===== src/design/tcpe_pkg.sv =====
// Shared types and constants for the text cell pixel expander.
// Holds the queued job format, the pixel format and the default sizes.
// No dependencies.
`default_nettype none

package tcpe_pkg;

    // Field widths of the stream items.
    localparam int CODE_W  = 8;
    localparam int ROW_W   = 3;
    localparam int BITS_W  = 8;
    localparam int CELL_W  = 12;
    localparam int ATTR_W  = 8;
    localparam int COLS_W  = 7;
    localparam int COLOR_W = 4;
    localparam int PX_W    = 10;
    localparam int PY_W    = 15;

    // Packed stream widths (tdata rounded up to whole bytes).
    localparam int S_TDATA_W = 40;
    localparam int M_TDATA_W = 32;

    // Defaults for the top-level parameters.
    localparam int MAX_CELLS_DEF   = 4096;
    localparam int GLYPH_COUNT_DEF = 256;
    localparam int QUEUE_DEPTH_DEF = 4;

    // Register reset value.
    localparam logic [COLS_W-1:0] COLS_RESET = 7'd40;

    // Item kinds carried in tuser.
    localparam logic CMD_LOAD   = 1'b0;
    localparam logic CMD_RENDER = 1'b1;

    // One job between the front and the back end.
    typedef struct packed {
        logic                is_render;
        logic                blank;
        logic [CODE_W-1:0]   code;
        logic [ROW_W-1:0]    row;
        logic [BITS_W-1:0]   bits;
        logic [CELL_W-1:0]   cell_y;
        logic [COLS_W-1:0]   cell_x;
        logic [COLOR_W-1:0]  fg;
        logic [COLOR_W-1:0]  bg;
    } t_job;

    // One emitted pixel.
    typedef struct packed {
        logic                last;
        logic [COLOR_W-1:0]  color;
        logic [PY_W-1:0]     y;
        logic [PX_W-1:0]     x;
    } t_pixel;

endpackage

`default_nettype wire


===== src/design/tcpe_queue.sv =====
// Small job queue between the front and the back end, in flip-flops.
// Uses tcpe_pkg for the job type.
`default_nettype none

module tcpe_queue
    import tcpe_pkg::*;
#(
    parameter int DEPTH = QUEUE_DEPTH_DEF
) (
    input  wire logic  i_clk,
    input  wire logic  i_rst_n,
    input  wire logic  i_push,
    input  t_job       i_job,
    output logic       o_full,
    input  wire logic  i_pop,
    output t_job       o_job,
    output logic       o_empty
);

    localparam int PW = (DEPTH > 1) ? $clog2(DEPTH) : 1;
    localparam int CW = $clog2(DEPTH + 1);

    t_job            r_slot [DEPTH];
    logic [PW-1:0]   r_wr_ptr;
    logic [PW-1:0]   r_rd_ptr;
    logic [CW-1:0]   r_count;

    assign o_full  = (r_count == CW'(DEPTH));
    assign o_empty = (r_count == '0);
    assign o_job   = r_slot[r_rd_ptr];

    // Storage.
    always_ff @(posedge i_clk) begin
        if (i_push) begin
            r_slot[r_wr_ptr] <= i_job;
        end
    end

    // Pointers and fill count.
    always_ff @(posedge i_clk) begin
        if (!i_rst_n) begin
            r_wr_ptr <= '0;
            r_rd_ptr <= '0;
            r_count  <= '0;
        end else begin
            if (i_push) begin
                r_wr_ptr <= (r_wr_ptr == PW'(DEPTH - 1)) ? '0 : r_wr_ptr + 1'b1;
            end
            if (i_pop) begin
                r_rd_ptr <= (r_rd_ptr == PW'(DEPTH - 1)) ? '0 : r_rd_ptr + 1'b1;
            end
            r_count <= r_count + CW'(i_push) - CW'(i_pop);
        end
    end

    // Neither side may overrun the queue.
    a_no_overflow: assert property (@(posedge i_clk) disable iff (!i_rst_n)
        i_push |-> !o_full)
        else $error("queue: push while full");

    a_no_underflow: assert property (@(posedge i_clk) disable iff (!i_rst_n)
        i_pop |-> !o_empty)
        else $error("queue: pop while empty");

endmodule

`default_nettype wire


===== config.mk =====
export PLATFORM = sky130hd
export DESIGN_NAME = tcpe_queue
export DESIGN_NICKNAME = d
export VERILOG_FILES = /design/src/design/tcpe_pkg.sv /design/src/design/tcpe_queue.sv
export SDC_FILE = /design/constraint.sdc
export NUM_CORES = 1
export LEC_CHECK = 0
export BUFFER_PORTS_ARGS = -buffer_cell sky130_fd_sc_hd__buf_2
export CAP_MARGIN = 20
export CORE_ASPECT_RATIO = 0.7
export CORE_MARGIN = 2
export CORE_UTILIZATION = 50
export DETAILED_ROUTE_END_ITERATION = 10
export GPL_TIMING_DRIVEN = 0
export PLACE_DENSITY_LB_ADDON = 0.25
export SLEW_MARGIN = 20
export SYNTH_ARGS = -nofsm -noshare
export SYNTH_HDL_FRONTEND = slang
export SYNTH_SLANG_ARGS = --single-unit

===== constraint.sdc =====
create_clock -name i_clk -period 2.5 [get_ports i_clk]
set_input_delay 0.125 -clock i_clk [delete_from_list [all_inputs] [get_ports i_clk]]
set_output_delay 0.125 -clock i_clk [all_outputs]
set_load 0.03 [all_outputs]

# Word-level counts from Yosys, hierarchy flattened
# Memories as Yosys holds them, arrays and structs flattened. A register that Yosys moved wholly into a read port is not among the register bits.
# Index checks and enable logic that the tools add are counted.
# W data, S select, Z words.
# classes
addsub,4
reduce_logical,1
muxes,6
n_eq_ne,3
# ops
op,n
$mux W2,4
$add A2 B1 Y2 const B,2
$eq A2 B2 Y1 const B,2
$add A3 B1 Y3,1
$eq A3 B3 Y1 const B,1
$logic_not A3 Y1,1
$sub A3 B1 Y3,1
$mux W1,2
# word_totals
mem_count,1
regBits,7
input_bits,52
output_inout_bits,50
elab_cells,18
ramBits,192
# mem_list
name,words,width,read_ports,rd_ports_with_merged_regs,write_ports,line,source
r_slot,4,48,1,1,1,tcpe_queue.sv:23,t_job r_slot [DEPTH];

# Depth between registers and ports, before layout
# Gate-level depths: netlist of the first run.
# logic_depth
ltp_word,4
ltp_mapped,7
mapped_depth_nobuf,7

# Worst setup path after synthesis of the first run
# Ideal clock, no wire load.
# synth_path
path_kind,reg-to-reg
startpoint,reg r_wr_ptr[0]
endpoint,mem r_slot[2][0] (netlist name) (enable)
synth_period_minus_slack_ns,2.096
n_path_buf,0
t_required_ns,2.090
arrival_ns,1.685
setup_time_ns,0.410
slack_ns,0.404
path_stages_with_launch,4
path_cell_list,dfxtp_1 -> inv_1 -> ha_1 -> and2_1
# synth_rtl
item,line,source
"start, declared",tcpe_queue.sv:24,logic [PW-1:0] r_wr_ptr;
"start signal, assigned",tcpe_queue.sv:47,r_wr_ptr <= (r_wr_ptr == PW'(DEPTH - 1)) ? '0 : r_wr_ptr + 1'b1;
"end, declared",tcpe_queue.sv:23,
# No word-level cell before the write port.

==> impl_metrics.ini, run 1 <==
[layout]
fin_cells = 677
nNetsFinal = 530
final_cell_mix = 192 x edfxtp_1, 104 x buf_2, 50 x dlygate4sd3_1
finalInstanceArea_um2 = 9283
fill_cells = 1022
areaGrowthSynthToFinish_pct = 25.85
layout_commonest_cell = edfxtp_1
diodes = 0
drive_above_1_share_pct = 39.42

[place]
port-buffer-count = 101
placed_cells = 594
hpwl_mm = 7.629
placed_area_um2 = 8245
gp_congestion = 0.6879

[setup_path]
cp-start-kind = flop
crit_chain = buf_2, buf_2, mux4_2, buf_2
cp_num_buf_inv = 3
worst_path_most_repeated_cell = buf_2
critPathKind = flop to primary output
r2r-start = r_count[0]$_SDFF_PN0_
crit_family = buffers and inverters
end_kind = primary output
worstRegToRegCells = 7
r2r-end = r_count[2]$_SDFF_PN0_
cp_max_fo = 10
cp.arrival_ns = 2.04
ff2ff_setup_slack_ns = 0.76
crit_cells = 4
crit_end = o_job[18]
slowest_stage = mux4_2
max_stage_delay_ns = 0.36
cp.required_ns = 2.38

[floorplan]
design.die.area_um2 = 15760
fp.dieH_um = 105.6
die-width_um = 149.2
rows = 37
start_util_pct = 50.74
ios = 102
core_area_um2 = 14540

[synthesis]
synth_xor_area_share_pct = 0.3223
yosys.area_share.simple_pct = 1.221
ys_types = 19
synth_nets = 354
synth_cells = 294
ys_ff_latch = 201
synth_mux_area_share_pct = 14.93
yosysTopAreaCell = edfxtp_1
synth_compound_area_share_pct = 0.1357
synth_top_area_share_pct = 78.17
synth_top_family_by_area = multiplexers
synthAdderAreaFrac_pct = 1.459
synth_warnings = 0
netlist_area_um2 = 7376
ys_seq_area_share_pct = 80.61
ys_top_cells_by_area = edfxtp_1 78%, mux4_2 15%, dfxtp_1 2.4%, ha_1 1.2%, and2_1 0.51%
syn_avg_cell_area_um2 = 25.09

[detailed_routing]
wl_mm = 12.80
post_drt_wl_per_cell_um = 18.90
post_drt_via_cell_ratio = 5.222
drc = 0
drt_first_pass_iters = 4
drt_iter0_drc = 208
route.vias.total = 3535
ant_nets = 0

[global_route]
grt_pass1_wl_mm = 20.04
grt_overflow = 0
grt_max_degree = 48
grt.total_usage_pct = 16.85
antenna_found_initial = 0
grt_pass1_vias = 3755

[hold_path]
min_from = i_push
hp-class = input port to flop
holdPathStages = 3

[power_and_ir_drop]
ir_worst_vdd_mv = 0.5758
power.leakage_uw = 0.003222
total_power_uw = 7300
powerDensity_nw_per_um2 = 786.4

[timing]
worstMarginPinSlew_ns = 0.6786
worst_hold_slack_ns = 0.02768
rsz0062_at_grt = false
slew_headroom_pct = 54.76
setup_tns_ns = 0
hold_viol_final = 0
finalSetupViolCount = 0
max_freq_mhz = 462.6
min_period_ns = 2.162
fin_worst_skew_ns = 0.01570
min_period_over_period_pct = 86.46
slew_viol_final = 0

[clocking]
cts_buffers = 19
clkTransAtPathRegs_ns = 0.06
clock_path_buffers = 3
htree_levels = 1
cts_setup_buffers = 0
clk_latency_ns = 0.48
clockRootBuffer = clkbuf_16
cts_tree = built
cts_sinks = 201

[job]
maxCapViolCount = 0

[status]
run_status = finished clean
-- repair_timing --
| item | in CTS | in global routing |
|---|---|---|
| gates resized for setup | 0 | 0 |
| hold buffers | 50 | 0 |
| hold endpoints to repair | 198 | 0 |
-- report_power, final --
part           internal, uW  switching, uW
clock                  1400           1110
sequential             3840           41.2
combinational           381            525
-- layout make-up --
class | count | area [um^2] | share of cell area (%)
clock buffers | 25 | 498.0 | 5.365
multi-input cells | 76 | 1343 | 14.46
clock inverters | 8 | 38.79 | 0.4178
plain buffers | 10 | 71.32 | 0.7683
well taps | 195 | 244.0 | 2.628
repair buffers | 155 | 1116 | 12.02
inverters | 7 | 26.28 | 0.2831
flip-flops and latches | 201 | 5946 | 64.05
-- cells by family (layout without fill, tap and decap cells) --
logic type,Yosys count,in the layout
compound gates,2,2
buf+inv,17,205
xor+xnor,1,1
mux,50,50
fa+ha+maj,8,8
flops,201,201
simple gates,15,15
-- flip-flops by register name, indices dropped and copies added (netlist names), named ones only --
signal and flops:
r_slot 192, r_rd_ptr 2, r_wr_ptr 2, r_count 3
-- per-stage QoR --
stage	utilization, %	setup slack (ns)
finish	63.86	0.3384
global route	63.86	0.2364
CTS	63.86	0.2989
global placement	55.90	-0.4851
detailed placement	56.72	0.7646
floorplan	-	0.4042
-- how the worst min path moves through the flow --
stage	slack [ns]	endpoint
2_1_floorplan	0.22	r_slot[0][0]$_DFFE_PP_
3_3_place_gp	0.34	r_slot[1][13]$_DFFE_PP_
3_5_place_dp	0.34	r_slot[1][9]$_DFFE_PP_
4_1_cts	0.03	r_wr_ptr[1]$_SDFFE_PN0P_
5_1_grt	0.03	r_wr_ptr[1]$_SDFFE_PN0P_
6_report	0.03	r_wr_ptr[1]$_SDFFE_PN0P_
-- layer usage --
layer  up-vias  share of wire, %  track usage (%)
met5         -                 0                0
li1       1589                 -                -
met3        18               6.1            4.502
met2       102                49            27.98
met4         0               1.7            3.605
met1      1826                43            22.83
-- worst reg2reg max path, cell delays in order (launching register included) --
cell and delay (ns):
dfxtp_1 0.33, inv_1 0.06, ha_1 0.27, inv_1 0.04, ha_1 0.18, fa_1 0.35, xor3_1 0.37, nor2_1 0.04
-- cell usage after synthesis --
library cell	instances
a21oi_1	2
and2_1	6
and3_1	1
buf_2	3
buf_4	2
buf_6	3
clkbuf_1	2
dfxtp_1	9
edfxtp_1	192
fa_1	1
ha_1	7
inv_1	7
mux2i_1	2
mux4_2	48
nand2b_1	2
nor2_1	3
nor3_1	1
or3b_2	2
xor3_1	1
(Power assumes the default switching activity.)
==> run 2: changes to the inputs <==
Settings changed: PLACE_DENSITY_LB_ADDON 0.25 to 0.2.
==> impl_metrics.ini, run 2 (synthesis results as in run 1) <==
[layout]
layout_commonest_cell = edfxtp_1
nNetsFinal = 531
largest-register = r_slot
fill_cells = 1011
drive_above_1_share_pct = 40.41
finalInstanceArea_um2 = 9334
fin_cells = 680
diodes = 0
final_cell_mix = 192 x edfxtp_1, 104 x buf_2, 50 x dlygate4sd3_1
areaGrowthSynthToFinish_pct = 26.55
reg.largest.list = r_slot (192), r_count (3)
largest_reg_flops = 192

[place]
gp_congestion = 0.7024
placed_cells = 594
hpwl_mm = 7.671
placed_area_um2 = 8245
port-buffer-count = 101
pre_cts_slack_ns = 0.7788

[detailed_routing]
post_drt_via_cell_ratio = 5.224
ant_nets = 0
drt_iter0_drc = 215
wl_mm = 13.34
drt_first_pass_iters = 4
drc = 0
route.vias.total = 3552
post_drt_wl_per_cell_um = 19.61

[timing]
max_freq_mhz = 464.3
slew_headroom_pct = 53.97
min_period_ns = 2.154
slew_viol_final = 0
finalSetupViolCount = 0
min_period_over_period_pct = 86.16
hold_viol_final = 0
rsz0062_at_grt = false
fin_worst_skew_ns = 0.01347
setup_slack_ns = 0.3461
worstMarginPinSlew_ns = 0.6904

[global_route]
met3_usage_pct = 3.853
antenna_found_initial = 0
grt_pass1_wl_mm = 20.76
grt_overflow = 0
grt_pass1_vias = 3799
grt_max_degree = 41
grt_use_met2_pct = 28.93
top_usage_layer = met2
grt.total_usage_pct = 17.53
use_met1_pct = 24.10

[setup_path]
cp_max_fo = 10
cp-start-kind = flop
end_kind = primary output
worst_path_most_repeated_cell = buf_6
slowest_stage = mux4_2
cp.required_ns = 2.38
critPathKind = flop to primary output
cp.arrival_ns = 2.03
crit_chain = buf_6, buf_6, mux4_2, buf_2
max_stage_delay_ns = 0.53

[clocking]
cts_resized = 0
clockRootBuffer = clkbuf_16
cts_buffers = 20
clk_latency_ns = 0.49
cts_tree = built
cts_setup_buffers = 0
cts_sinks = 201
htree_levels = 1
clkTransAtPathRegs_ns = 0.06
clock_path_buffers = 3

[floorplan]
core_area_um2 = 14540
rows = 37
start_util_pct = 50.74
die-width_um = 149.2
fp.dieH_um = 105.6
design.die.area_um2 = 15760
ios = 102

[hold_path]
hp-class = input port to flop

[status]
run_status = finished clean

[job]
maxCapViolCount = 0

[power_and_ir_drop]
total_power_uw = 7463
power.leakage_uw = 0.003245
powerDensity_nw_per_um2 = 799.5
ir_worst_vdd_mv = 0.5265
## run 2: layer usage
metal,vias to the layer above,routed length [um]
li1,1590,-
met1,1824,5814
met2,116,6521
met3,22,761
met4,0,237
met5,-,0
## run 2: final cells by class
cell class	instances	area [um^2]	share of cell area (%)
Buffer	10	71.32	0.7641
Clock inverter	11	68.82	0.7373
Timing Repair Buffer	155	1116	11.96
Multi-Input combinational cell	76	1343	14.38
Sequential cell	201	5946	63.70
Inverter	7	26.28	0.2815
Clock buffer	25	519.2	5.563
Tap cell	195	244.0	2.614
## run 2: path summary, 6_finish.rpt
check,from,slack [ns],cells past startpoint,to
worst max-delay path,flop,0.35,4,o_job[36]
worst min-delay path,i_push,0.01,3,r_wr_ptr[1]$_SDFFE_PN0P_
worst max register to register,r_count[0]$_SDFF_PN0_,0.76,7,r_count[2]$_SDFF_PN0_
worst min register to register,r_rd_ptr[0]$_SDFFE_PN0P_,0.51,2,flop
## run 2: per-stage QoR
| stage | TNS, ns | hold WS, ns | utilization [%] |
|---|---|---|---|
| global route | 0 | 0.03300 | 64.21 |
| CTS | 0 | 0.003689 | 64.21 |
| global placement | -89.60 | 0.3349 | 55.90 |
| finish | 0 | 0.01440 | 64.21 |
| floorplan | 0 | 0.2239 | - |
| detailed placement | 0 | 0.3404 | 56.72 |
## run 2: what timing repair did
item,in CTS,in global routing
endpoints found under the setup margin,0,0
hold buffers,50,0
hold endpoints to repair,200,0
## run 2: where the power goes
group          total, uW  internal, uW  leakage, uW  switching [uW]
registers           3880          3840      0.00184            41.5
clock network       2670          1490     0.000286            1180
logic                910           381      0.00112             529
total               7460          5710      0.00324            1750
## run 2: critical path, delay by kind of cell, from the launching register on
kind,cells,cell delay [ns]
DFF,1,0.38
buffers and inverters,3,0.62
muxes,1,0.53
