$ cat src/design/tcpe_pkg.sv
// Shared types and constants for the text cell pixel expander.
// Holds the queued job format, the pixel format and the default sizes.
// No dependencies.
`default_nettype none

package tcpe_pkg;

    // Field widths of the stream items.
    localparam int CODE_W  = 8;
    localparam int ROW_W   = 3;
    localparam int BITS_W  = 8;
    localparam int CELL_W  = 12;
    localparam int ATTR_W  = 8;
    localparam int COLS_W  = 7;
    localparam int COLOR_W = 4;
    localparam int PX_W    = 10;
    localparam int PY_W    = 15;

    // Packed stream widths (tdata rounded up to whole bytes).
    localparam int S_TDATA_W = 40;
    localparam int M_TDATA_W = 32;

    // Defaults for the top-level parameters.
    localparam int MAX_CELLS_DEF   = 4096;
    localparam int GLYPH_COUNT_DEF = 256;
    localparam int QUEUE_DEPTH_DEF = 4;

    // Register reset value.
    localparam logic [COLS_W-1:0] COLS_RESET = 7'd40;

    // Item kinds carried in tuser.
    localparam logic CMD_LOAD   = 1'b0;
    localparam logic CMD_RENDER = 1'b1;

    // One job between the front and the back end.
    typedef struct packed {
        logic                is_render;
        logic                blank;
        logic [CODE_W-1:0]   code;
        logic [ROW_W-1:0]    row;
        logic [BITS_W-1:0]   bits;
        logic [CELL_W-1:0]   cell_y;
        logic [COLS_W-1:0]   cell_x;
        logic [COLOR_W-1:0]  fg;
        logic [COLOR_W-1:0]  bg;
    } t_job;

    // One emitted pixel.
    typedef struct packed {
        logic                last;
        logic [COLOR_W-1:0]  color;
        logic [PY_W-1:0]     y;
        logic [PX_W-1:0]     x;
    } t_pixel;

endpackage

`default_nettype wire

$ cat src/design/tcpe_front.sv
// Front end: accepts stream items, filters them and locates render cells.
// Holds the column register and a bit-serial divider. Uses tcpe_pkg.
`default_nettype none

module tcpe_front
    import tcpe_pkg::*;
#(
    parameter int MAX_CELLS   = MAX_CELLS_DEF,
    parameter int GLYPH_COUNT = GLYPH_COUNT_DEF
) (
    input  wire logic                  i_clk,
    input  wire logic                  i_rst_n,
    input  wire logic                  i_cfg_we,
    input  wire logic [COLS_W-1:0]     i_cfg_data,
    input  wire logic                  i_valid,
    output logic                       o_ready,
    input  wire logic                  i_cmd,
    input  wire logic [S_TDATA_W-1:0]  i_data,
    input  wire logic                  i_q_full,
    output logic                       o_q_push,
    output t_job                       o_q_job
);

    typedef enum logic [2:0] {
        ST_IDLE = 3'b001,
        ST_DIV  = 3'b010,
        ST_PUSH = 3'b100
    } t_front_state;

    localparam int STEPS = CELL_W;

    t_front_state        r_state;
    logic [COLS_W-1:0]   r_cfg_cols;
    logic [COLS_W-1:0]   r_cols;
    logic [CELL_W-1:0]   r_dividend;
    logic [COLS_W-1:0]   r_rem;
    logic [3:0]          r_cnt;
    t_job                r_job;

    logic [CODE_W-1:0]   in_code;
    logic [ROW_W-1:0]    in_row;
    logic [BITS_W-1:0]   in_bits;
    logic [CELL_W-1:0]   in_cell;
    logic [ATTR_W-1:0]   in_attr;
    logic                accept;
    logic                code_ok;
    logic                cell_ok;
    logic [COLS_W:0]     trial;
    logic                trial_ge;
    t_job                in_job;

    // Unpack the input beat, lowest field first.
    assign in_code = i_data[7:0];
    assign in_row  = i_data[10:8];
    assign in_bits = i_data[18:11];
    assign in_cell = i_data[30:19];
    assign in_attr = i_data[38:31];

    assign o_ready = (r_state == ST_IDLE) && !i_q_full;
    assign accept  = i_valid && o_ready;
    assign code_ok = ({1'b0, in_code} < 9'(GLYPH_COUNT));
    assign cell_ok = ({5'b0, in_cell} < 17'(MAX_CELLS));

    // Job built straight from the beat; a load goes out unchanged.
    always_comb begin
        in_job           = '0;
        in_job.is_render = (i_cmd == CMD_RENDER);
        in_job.blank     = !code_ok;
        in_job.code      = in_code;
        in_job.row       = in_row;
        in_job.bits      = in_bits;
        in_job.fg        = in_attr[7:4];
        in_job.bg        = in_attr[3:0];
    end

    // One restoring division step per cycle.
    assign trial    = {r_rem, r_dividend[CELL_W-1]};
    assign trial_ge = (trial >= {1'b0, r_cols});

    // Queue write: loads in the accept cycle, renders once located.
    always_comb begin
        o_q_push = 1'b0;
        o_q_job  = in_job;
        if (r_state == ST_PUSH) begin
            o_q_push = !i_q_full;
            o_q_job  = r_job;
        end else if (accept && (i_cmd == CMD_LOAD) && code_ok) begin
            o_q_push = 1'b1;
        end
    end

    // Column register.
    always_ff @(posedge i_clk) begin
        if (!i_rst_n) begin
            r_cfg_cols <= COLS_RESET;
        end else if (i_cfg_we) begin
            r_cfg_cols <= i_cfg_data;
        end
    end

    // Control sequence of the front end.
    always_ff @(posedge i_clk) begin
        if (!i_rst_n) begin
            r_state <= ST_IDLE;
            r_cnt   <= '0;
        end else begin
            unique case (r_state)
                ST_IDLE: begin
                    if (accept && (i_cmd == CMD_RENDER) && cell_ok) begin
                        r_state <= ST_DIV;
                        r_cnt   <= '0;
                    end
                end
                ST_DIV: begin
                    r_cnt <= r_cnt + 4'd1;
                    if (r_cnt == 4'(STEPS - 1)) begin
                        r_state <= ST_PUSH;
                    end
                end
                ST_PUSH: begin
                    if (!i_q_full) begin
                        r_state <= ST_IDLE;
                    end
                end
                default: r_state <= ST_IDLE;
            endcase
        end
    end

    // Divider datapath; the quotient shifts in behind the dividend.
    always_ff @(posedge i_clk) begin
        if ((r_state == ST_IDLE) && accept) begin
            r_job      <= in_job;
            r_dividend <= in_cell;
            r_rem      <= '0;
            r_cols     <= (r_cfg_cols == '0) ? 7'd1 : r_cfg_cols;
        end else if (r_state == ST_DIV) begin
            r_dividend <= {r_dividend[CELL_W-2:0], trial_ge};
            r_rem      <= trial_ge ? COLS_W'(trial - {1'b0, r_cols}) : trial[COLS_W-1:0];
        end else if ((r_state == ST_PUSH) && !i_q_full) begin
            r_job.cell_y <= r_dividend;
            r_job.cell_x <= r_rem;
        end
        if (r_state == ST_DIV && r_cnt == 4'(STEPS - 1)) begin
            r_job.cell_y <= {r_dividend[CELL_W-2:0], trial_ge};
            r_job.cell_x <= trial_ge ? COLS_W'(trial - {1'b0, r_cols})
                                     : trial[COLS_W-1:0];
        end
    end

    // The remainder of a finished division is below the divisor.
    a_rem_below_cols: assert property (@(posedge i_clk) disable iff (!i_rst_n)
        (r_state == ST_PUSH) |-> (r_rem < r_cols))
        else $error("front: remainder not below column count");

    // The divider runs exactly its number of steps before the push.
    a_div_len: assert property (@(posedge i_clk) disable iff (!i_rst_n)
        $rose(r_state == ST_PUSH) |-> (r_cnt == 4'(STEPS)))
        else $error("front: division step count wrong");

endmodule

`default_nettype wire

$ cat config.mk
export PLATFORM = sky130hd
export DESIGN_NAME = tcpe_front
export DESIGN_NICKNAME = d
export VERILOG_FILES = /design/src/design/tcpe_pkg.sv /design/src/design/tcpe_front.sv
export SDC_FILE = /design/constraint.sdc
export NUM_CORES = 1
export LEC_CHECK = 0
export ABC_CLOCK_PERIOD_IN_PS = 3000
export BUFFER_PORTS_ARGS = -buffer_cell sky130_fd_sc_hd__buf_4
export CAP_MARGIN = 20
export CORE_UTILIZATION = 40
export CTS_CLUSTER_SIZE = 20
export DETAILED_ROUTE_END_ITERATION = 10
export PLACE_DENSITY = 0.75
export SLEW_MARGIN = 20
export SYNTH_ARGS = -nofsm -noshare
export SYNTH_HDL_FRONTEND = slang
export SYNTH_SLANG_ARGS = --single-unit
$ cat constraint.sdc
create_clock -name i_clk -period 3 [get_ports i_clk]
set_input_delay 0.6 -clock i_clk [delete_from_list [all_inputs] [get_ports i_clk]]
set_output_delay 0.6 -clock i_clk [all_outputs]
set_load 0.1 [all_outputs]
* Word level (Yosys, flattened, before mapping) *
Cells that the tools add are included.

word-level totals
  bits in registers = 87
  bits of input ports = 53
  output and inout bits = 50
  word-level logic and storage cells = 57

cells by class
  $add $sub $neg = 2
  order comparisons = 1
  equal/unequal tests = 8
  mux-type cells = 16
  bitwise gates (word level) = 1
  reduce and logical (&&, ||, !) cells = 15

operators by type and width
  cell                 count
  $mux 19              4
  $mux 48              1
  $mux 12              2
  $mux 3               3
  $pmux 3 s3           1
  $ge 8x7->1           1
  $pmux 4 s2           1
  $logic_and 1x1->1    7
  $logic_not 7->1      1
  $mux 7               1
  $sub 7x7->7          1
  $add 4x1->4 const B  1
  $eq 4x4->1 const B   1
  $mux 4               1
  $ne 2x2->1 const B   2
  $reduce_and 2->1     2
  $reduce_bool 2->1    2
  $eq 3x1->1 const B   1
  $eq 3x2->1 const B   1
  $eq 3x3->1 const B   1
  $ne 3x2->1 const B   1
  $reduce_and 3->1     1
  $reduce_bool 3->1    1
  $mux 1               2
  3 further kinds      3

* Depth between registers and ports, before layout *
  word-level depth = 6
  gate-level depth with buffers = 8
  depth with buffers taken out = 8

* Least setup slack after synthesis *
Ideal clock, no wire load.

  kind = flip-flop to output port
  start point = register r_state[0]
  end point = output o_q_push
  arrival = 2.814 ns
  required time = 2.400 ns
  path slack = -0.414 ns
  stages on the path, launching flop included = 6
  path buffers = 0
  cells stage by stage = dfxtp_1 or3b_4 nor2_4 nand2_4 or3_1 o21ai_1

on the way
  cells in the longest elaborated chain, start to end = 6
  elaborated cells on any way between the ends = 7
  those cells by class = eq/ne (2); mux (2); reduce/logical (3)

RTL lines
  element                 line               RTL
  from (decl)             tcpe_front.sv:32   t_front_state r_state;
  from (signal assigned)  tcpe_front.sv:104  r_state <= ST_IDLE;
  from (signal assigned)  tcpe_front.sv:110  r_state <= ST_DIV;
  from (signal assigned)  tcpe_front.sv:117  r_state <= ST_PUSH;
  $eq 3x1->1              tcpe_front.sv:59   assign o_ready = (r_state == ST_IDLE) && !i_q_full;
  $logic_and 1x1->1       tcpe_front.sv:59
  via o_ready             tcpe_front.sv:16   output logic o_ready,
  $logic_and 1x1->1       tcpe_front.sv:60   assign accept = i_valid && o_ready;
  $logic_and 1x1->1       tcpe_front.sv:87   end else if (accept && (i_cmd == CMD_LOAD) && code_ok) begin
  $mux 1                  tcpe_front.sv:87
  $mux 1                  tcpe_front.sv:84   if (r_state == ST_PUSH) begin
  to (decl)               tcpe_front.sv:20   output logic o_q_push,

The timed path passes the listed nets, and every way through them passes these cells.

* Worst setup path after layout *
  start point = register r_state[0]
  end point = output o_q_push

on the way
  cells in the longest elaborated chain, start to end = 6
  elaborated cells on any way between the ends = 7
  those cells by class = eq/ne (2); mux (2); reduce/logical (3)

RTL lines
  element            line
  $eq 3x1->1         tcpe_front.sv:59
  $logic_and 1x1->1  tcpe_front.sv:59
  $logic_and 1x1->1  tcpe_front.sv:60
  $logic_and 1x1->1  tcpe_front.sv:87
  $mux 1             tcpe_front.sv:87
  $mux 1 *           tcpe_front.sv:84

Every way passes the cells marked *; elsewhere a longest branch is shown, timed or not.

==> flow_summary.yaml <==
synthesis:
  yosys.area.top_type_share_pct: 46.8
  synth_top_cell_by_area: "edfxtp_1"
  synth_area_per_cell_um2: 11.5
  synthTopCellsByArea: "edfxtp_1 47%, dfxtp_1 9.9%, mux2_2 5.6%, nand2_1 4.6%, and2_1 2.8%"
  synth_edf_count: 66
  seq_area_frac_synth_pct: 56.7
  synth_cell_type_count: 56
  synthArstFlopShare_pct: 0
  ys.flop_type: "edfxtp_1"
  yosys_warnings: 0
  synth_seq_cells: 87
  synthCells: 370
  syn-num-nets: 432
  synth_area_um2: 4240
route:
  num_vias: 3091
  wire_per_inst_um: 13.8
  ant_nets: 0
  dr.pass1.iters: 5
  vias_per_cell: 5.09
  drt-initial-drc-count: 166
  drc: 0
  wirelength_um: 8370
global_routing:
  grt_start_max_net_pins: 30
  antenna_found_initial: 0
  grt_usage_pct: 15.3
  gr-total-overflow: 0
  grt_pass1_vias: 2836
  grt_pass1_wl_um: 13500
floorplan:
  core_area_um2: 10300
  die_area_um2: 11000
  die_w_um: 105
  rows: 37
  start_util_pct: 41.2
  die_h_um: 105
  ioPinCount: 103
layout:
  drive_above_1_share_pct: 33.3
  final_common_cell: "buf_4"
  syn2layout_area_growth_pct: 25.3
  final_net_count: 528
  num_antenna_cells: 0
  layout_common_cells: "108 x buf_4, 66 x edfxtp_1, 52 x nand2_1"
  fillCellCount: 926
place:
  portBuffers: 100
  hpwlAfterDp_um: 6160
  dpl_worst_slack_ns: 0.471
  gp_congestion: 0.859
clocking:
  post_cts_buffers: 0
  cts_root_buf: "clkbuf_8"
  cts.clk_slew.worst_paths_ns: 0.08
  clock_path_buffers: 2
  insertion_delay_ns: 0.35
  cts_hold_buffers: 0
  cts_tree: "built"
  clock_sinks: 87
  htreeDepth: 3
  cts_resized: 0
  cts_buffers: 9
sta:
  setup_viol: 0
  rsz0062_at_grt: "no"
  tightest_slew_ns: 0.698
  fin_skew_ns: 0.00784
  maxSlewViolCount: 0
  hold_viol: 0
  min_period_ns: 2.77
  slew_headroom_pct: 53.4
  finalSetupTns_ns: 0
  fin_ws_ns: 0.231
  fmax_ghz: 0.361
  period_share_pct: 92.3
hold_path:
  hold_depth: 1
  whs_endpoint: "r_job[32]"
  hp-class: "in -> reg"
  min-delay-start: "i_data[16]"
critical_path:
  reg2reg_to: "r_job[11]"
  reg2reg_depth: 7
  cp_data_required_time_ns: 2.40
  setup.worst_path.class: "reg -> out"
  critPathCaptureType: "output port"
  arrival_ns: 2.17
  rrSetupSlack_ns: 0.45
  critical_path.max_fanout: 7
  worstReg2RegStart: "r_cols[0]"
  startpoint_type: "flip-flop"
run_status:
  status: "finished clean"
pwr:
  irDropWorstVdd_mv: 0.397
  p_per_area_nw_per_um2: 665
  cellLeakagePower_uw: 0.00218
run:
  max_cap_violations: 0
[metal layers]
| metal | vias to the layer above | GRT usage, % | share of wire [%] |
|---|---|---|---|
| li1 | 1526 | - | - |
| met1 | 1445 | 19.7 | 44 |
| met2 | 109 | 25.7 | 50 |
| met3 | 11 | 3.06 | 5.1 |
| met4 | 0 | 5.13 | 1.4 |
| met5 | - | 0 | 0 |
[cells by family after synthesis]
group / count (synthesis) / synth area share, %
xor gates and xnor gates: 4 / 0.826
adders and majority gates: 9 / 2.83
DFF: 87 / 56.7
AOI/OAI and AO/OA: 59 / 8.83
buffers and inverters: 34 / 3.57
muxes: 39 / 10.1
and+or+nand+nor: 137 / 17.1
other: 1 / 0.0885
[worst max-delay path, stage by stage, from the launching register on]
cell and delay (ns):
dfxtp_1 0.48, or3b_4 0.45, nor2_4 0.12, nand2_4 0.05, or3_1 0.35, o21ai_2 0.07, buf_4 0.30
[how the worst max path moves through the flow]
stage / end / slack (ns) / from / cells past startpoint
global route: o_q_push / 0.12 / r_state[0] / 6
detailed placement: r_job[11] / 0.47 / r_cols[0] / 7
CTS: o_q_push / 0.20 / r_state[0] / 6
global placement: r_job[11] / 0.53 / r_cols[0] / 7
finish: o_q_push / 0.23 / r_state[0] / 6
floorplan: o_q_push / 0.09 / r_state[0] / 5
[area by class of cell]
type	count	area (um^2)	area share, %
sequential	87	2400	45.2
tap	136	170	3.20
timing repair buffer	108	811	15.3
inverter	11	43.8	0.824
clock inverter	4	46.3	0.871
multi-input combinational	249	1690	31.9
clock buffer	12	145	2.73
[registers in the layout, summed over array words and instances (netlist names)]
signal	flops
r_cnt	4
r_rem	7
r_state	3
r_dividend	12
r_job	47
r_cfg_cols	7
r_cols	7
[power by group]
part	total, uW	internal [uW]	switching, uW
logic	1070	369	703
clock network	793	405	388
registers	1670	1570	101
[per-stage QoR]
stage / instances / power (uW) / util (%) / hold WS [ns] / area (um^2)
after floorplan: 370 / 2480 / - / 0.463 / 4240
after global placement: 591 / 2720 / 49.8 / 0.452 / 5120
after detailed placement: 591 / 2760 / 49.8 / 0.452 / 5120
after CTS: 607 / 3550 / 51.7 / 0.413 / 5310
after global routing: 607 / 3720 / 51.7 / 0.415 / 5310
final: 607 / 3530 / 51.7 / 0.436 / 5310
[synthesized netlist by cell type, types with 2 or more instances]
cell and number:
edfxtp_1 66, nand2_1 52, dfxtp_1 21, mux2_2 21
and2_1 19, o21ai_0 17, nor2_1 16, clkbuf_1 15
a21oi_1 13, inv_1 10, mux2i_1 10, nand3_1 9
ha_1 8, mux2_1 8, nor2b_1 8, a31oi_1 5
buf_2 5, nand2b_1 5, nor3_1 5, o31ai_1 5
a32o_1 4, xor2_1 4, a31o_1 3, and3_1 3
o21ai_1 3, buf_4 2, nand3b_1 2, nand4_1 2
or3_1 2
Note: power is estimated with default switching activity, not from simulation.
